<file path="config.mk">
export PLATFORM = sky130hd
export DESIGN_NAME = mvt_row
export DESIGN_NICKNAME = d
export VERILOG_FILES = /design/src/design/matrix_vector_transform_defines.svh /design/src/design/mvt_pkg.sv /design/src/design/mvt_row.sv
export SDC_FILE = /design/constraint.sdc
export NUM_CORES = 2
export LEC_CHECK = 0
export BUFFER_PORTS_ARGS = -buffer_cell sky130_fd_sc_hd__buf_2
export CAP_MARGIN = 20
export CORE_ASPECT_RATIO = 1.5
export CORE_MARGIN = 2
export CORE_UTILIZATION = 35
export DETAILED_ROUTE_END_ITERATION = 8
export PLACE_DENSITY = 0.6
export RECOVER_POWER = 50
export SYNTH_ARGS = -nofsm -noshare
export SYNTH_HDL_FRONTEND = slang
export SYNTH_SLANG_ARGS = --single-unit
</file>
<file path="constraint.sdc">
create_clock -name clk -period 6.67 [get_ports clk]
set_clock_uncertainty 0.05 [all_clocks]
set_input_delay 0.3335 -clock clk [delete_from_list [all_inputs] [get_ports clk]]
set_output_delay 0.3335 -clock clk [all_outputs]
set_load 0.1 [all_outputs]
</file>
<file path="src/design/matrix_vector_transform_defines.svh">
// Assertion macros used by the top-level design file.
`ifndef MATRIX_VECTOR_TRANSFORM_DEFINES_SVH
`define MATRIX_VECTOR_TRANSFORM_DEFINES_SVH

// Property checked on every rising clk edge outside reset.
`define MVT_ASSERT(lbl, prop, msg) \
  lbl: assert property (@(posedge clk) disable iff (!rst_n) (prop)) else $error(msg);

// Antecedent in one cycle implies consequent in the next.
`define MVT_ASSERT_NEXT(lbl, ante, cons, msg) \
  lbl: assert property (@(posedge clk) disable iff (!rst_n) (ante) |=> (cons)) \
    else $error(msg);

`endif

</file>
<file path="src/design/mvt_pkg.sv">
package mvt_pkg;

  localparam int DIM      = 3;
  localparam int COEF_W   = 16;
  localparam int COMP_W   = 32;
  localparam int PROD_W   = COEF_W + COMP_W;
  localparam int SUM_W    = PROD_W + $clog2(DIM);
  localparam int FRAC_SH  = 14;
  localparam int ROWS_OUT = (DIM < 3) ? DIM : 3;

  typedef logic signed [COEF_W-1:0] coef_t;
  typedef logic signed [COMP_W-1:0] comp_t;
  typedef comp_t [DIM-1:0] vec_t;
  typedef coef_t [DIM-1:0] coef_row_t;

  typedef enum logic {
    CMD_LOAD  = 1'b0,
    CMD_XFORM = 1'b1
  } cmd_t;

  // Per-stage advance enables, stage 1 = products, 2 = row sum, 3 = output.
  typedef struct packed {
    logic en1;
    logic en2;
    logic en3;
  } pipe_ctl_t;

endpackage

</file>
<file path="src/design/mvt_row.sv">
module mvt_row (
  input  logic                  clk,
  input  mvt_pkg::pipe_ctl_t    ctl,
  input  mvt_pkg::vec_t         vec,
  input  mvt_pkg::coef_row_t    coef_row,
  output mvt_pkg::comp_t        res_r,
  output logic                  sat_r
);

  logic signed [mvt_pkg::PROD_W-1:0] prod_r   [mvt_pkg::DIM];
  logic signed [mvt_pkg::PROD_W-1:0] prod_nxt [mvt_pkg::DIM];
  logic signed [mvt_pkg::SUM_W-1:0]  sum_r;
  logic signed [mvt_pkg::SUM_W-1:0]  sum_nxt;
  logic signed [mvt_pkg::SUM_W-1:0]  shifted;
  logic [mvt_pkg::SUM_W-mvt_pkg::COMP_W:0] hi_bits;
  logic                              ovf;
  mvt_pkg::comp_t                    res_nxt;

  always_comb begin
    for (int j = 0; j < mvt_pkg::DIM; j++) begin
      prod_nxt[j] = mvt_pkg::PROD_W'(vec[j]) * mvt_pkg::PROD_W'(coef_row[j]);
    end
  end

  always_comb begin
    sum_nxt = '0;
    for (int j = 0; j < mvt_pkg::DIM; j++) begin
      sum_nxt = sum_nxt + mvt_pkg::SUM_W'(prod_r[j]);
    end
  end

  // Floor shift, then clamp when the result sign and the bits above it disagree.
  always_comb begin
    shifted = sum_r >>> mvt_pkg::FRAC_SH;
    hi_bits = shifted[mvt_pkg::SUM_W-1:mvt_pkg::COMP_W-1];
    ovf     = !((&hi_bits) || !(|hi_bits));
    if (!ovf) begin
      res_nxt = shifted[mvt_pkg::COMP_W-1:0];
    end else if (shifted[mvt_pkg::SUM_W-1]) begin
      res_nxt = {1'b1, {(mvt_pkg::COMP_W-1){1'b0}}};
    end else begin
      res_nxt = {1'b0, {(mvt_pkg::COMP_W-1){1'b1}}};
    end
  end

  always_ff @(posedge clk) begin
    if (ctl.en1) begin
      for (int j = 0; j < mvt_pkg::DIM; j++) begin
        prod_r[j] <= prod_nxt[j];
      end
    end
    if (ctl.en2) begin
      sum_r <= sum_nxt;
    end
    if (ctl.en3) begin
      res_r <= res_nxt;
      sat_r <= ovf;
    end
  end

endmodule

</file>
==> flow_summary.ini <==
[synth]
yosysWarnings = 0
synth_edf_count = 213
synthFlopType = edfxtp_1
syn_area_sq_mm = 0.0630
synth_cell_types = 72
synth.avg_cell_area_sq_um = 9.44
seq_area_frac_synth_pct = 10.2
syn_nets = 8719
synthArstFlopShare_pct = 0
ys_ff_latch = 213
syn_inst = 6676

[setup_path]
critPathKind = input pin to register
path_max_fanout = 11
crit_path_end_kind = register
r2r-start = prod_r[0][19]
crit_top_cell = fa_1
reg2reg_depth = 12
crit_arrival_ps = 6530
rr_endpoint = sum_r[49]
critPathSlowestCell = fa_1
start_kind = input pin
crit_buf_inv = 5
critical_path.cell_chain = buf_2 -> buf_4 -> and2_1 -> fa_1 -> inv_1 -> fa_1 -> fa_1 -> fa_1 -> inv_1 -> fa_1 -> fa_1 -> ha_1 -> and3_1 -> a41o_1 -> a221oi_1 -> a211oi_1 -> o2111ai_1 -> a31oi_1 -> buf_4 -> nor3_1 -> o21bai_1 -> a21oi_1 -> xnor2_1
ff2ff_setup_slack_ps = 2680
slowest_delay_ps = 590
crit_family = adder cells
worstPathRequired_ps = 6880

[timing]
finalCritPeriodShare_pct = 94.8
finalCriticalPeriod_ps = 6320
maxSlewViolCount = 218
setup_violations = 0
slew_headroom_pct = -168
setup_slack_ps = 345
clock.fmax_mhz = 158
hold_viol_final = 0
tightestPinTransition_ps = 4030
rsz0062_at_grt = no

[cts]
cts_buffer_depth = 3
cts_max_level = 1
clk_pin_slew_ps = 70
numCtsBuffers = 19
post_cts_buffers = 0
ctsHoldBuffers = 0
cts-root-buf = clkbuf_16
cts_sinks = 213
post_cts_resized = 0
clock_latency_ps = 510
tritoncts = yes

[global_route]
grt_pass1_wl_mm = 275
gr-total-overflow = 0
grt_pass1_vias = 51200
grt_max_degree = 74
grtUsageTotal_pct = 19.2
antenna_found_initial = 19

[layout]
drive_gt1_share_pct = 8.00
seq_area_sq_mm = 0.00640
nets = 8995
area_delta_synth_final_pct = 10.0
multi_input_area_sq_mm = 0.0493
fillers = 18100

[floorplanning]
die_w_um = 350
num_rows = 190
die_h_um = 524
pin_count = 181
dieArea_sq_mm = 0.183
core_area_sq_mm = 0.179
start_util_pct = 35.2

[min_path]
whs_path_depth = 2
min_from = vec[64]
hp-class = input pin to register
hold_end = prod_r[0][96]

[drt]
drtPass1Iterations = 6
drc_errors = 0
ant_nets = 0
routedWlPerCell_um = 18.2
via_count = 45600
finalWirelength_mm = 171
drt-initial-drc-count = 2419
vias_per_cell = 4.86

[run_status]
status = finished, violations left
violations = max-capacitance violations, max-slew violations

[place]
pre_cts_ws_ps = -139
place_congestion = 0.878
hpwl_mm = 149
portBuffers = 180

[flow_run]
drv_cap = 4
-- state kept, by name, summed over array words and instances, names as in the netlist --
name / flops
prod_r: 144
res_r: 32
sat_r: 1
sum_r: 36
-- cell families (layout without fill, tap and decap cells) --
kind of cell,after synthesis,after routing,synth area share [%]
compound gates,567,567,5.93
fa+ha+maj,1895,1895,55.6
other cells,0,4,0
xor+xnor,179,179,2.49
mux,1,1,0.0159
flops,213,213,10.2
buf+inv,1939,2227,11.6
simple gates,1882,1882,14.3
-- per-layer routing --
layer  part of all wire (%)  track usage (%)  wire length (um)
met1                     36             21.7             62200
met2                     55             36.7             93700
met3                    3.9             1.81              6720
met4                    4.6             7.28              7810
met5                  0.052                0                88
-- cell usage in the layout, fill, tap and decap left out, types with 130 or more instances in the layout --
| cell type | Yosys | routed |
|---|---|---|
| inv_1 | 1659 | 1659 |
| fa_1 | 1505 | 1505 |
| nand2_1 | 922 | 922 |
| and2_1 | 616 | 612 |
| ha_1 | 390 | 390 |
| buf_4 | 1 | 332 |
| edfxtp_1 | 213 | 213 |
| nor2_1 | 181 | 180 |
| a21oi_1 | 168 | 168 |
| buf_2 | 0 | 154 |
| a21o_1 | 140 | 140 |
| xnor2_1 | 130 | 130 |
-- layout make-up --
class,count,area share (%)
Multi-Input combinational cell,4524,71.2
Sequential cell,213,9.23
Inverter,1662,9.00
Timing Repair Buffer,532,5.37
Tap cell,2400,4.33
Clock buffer,21,0.697
Clock inverter,12,0.197
Antenna cell,4,0.0144
-- cells in the mapped netlist (all sizes together) (7+ instances only) --
master,count,area (sq um)
o21bai,30,236
nand2b,30,188
a21boi,7,52.6
a211oi,15,113
nor2,181,679
o21ai,95,479
nand3,25,125
and2,616,3850
a21oi,170,858
nor3,19,95.1
inv,1662,6240
buf,12,48.8
o21a,23,174
edfxtp,213,6400
a21o,140,1050
nand2,922,3460
nor2b,14,87.6
nand4,34,213
and3,18,113
o31ai,8,60.1
fa,1505,30100
xnor2,130,1140
o211ai,9,67.6
clkbuf,265,995
xor2,49,429
ha,390,4880
a31oi,16,100
-- worst max path at each step --
stage                  from             to  slack (ps)  cells after the start
2_1_floorplan       vec[39]  prod_r[0][93]         330                     24
3_3_place_gp   coef_row[20]  prod_r[0][93]         -80                     24
3_5_place_dp   coef_row[17]  prod_r[0][88]        -140                     22
4_1_cts        coef_row[17]  prod_r[0][88]         380                     22
5_1_grt        coef_row[20]  prod_r[0][88]          40                     26
6_report            vec[36]  prod_r[0][88]         350                     23
-- per-stage QoR --
stage          instances  utilization (%)  setup TNS [ps]  area [sq um]  hold WS, ps
2_1_floorplan       6676                -               0         63000          396
3_3_place_gp        9330             38.4            -183         68700          467
3_5_place_dp        9330             38.4            -349         68700          462
4_1_cts             9363             38.8               0         69300          314
5_1_grt             9364             38.8               0         69300          351
6_report            9368             38.8               0         69300          360
Power is left out: the tool's default activity adds up to more than one toggle a clock period on the data nets, which glitch-free logic cannot reach.
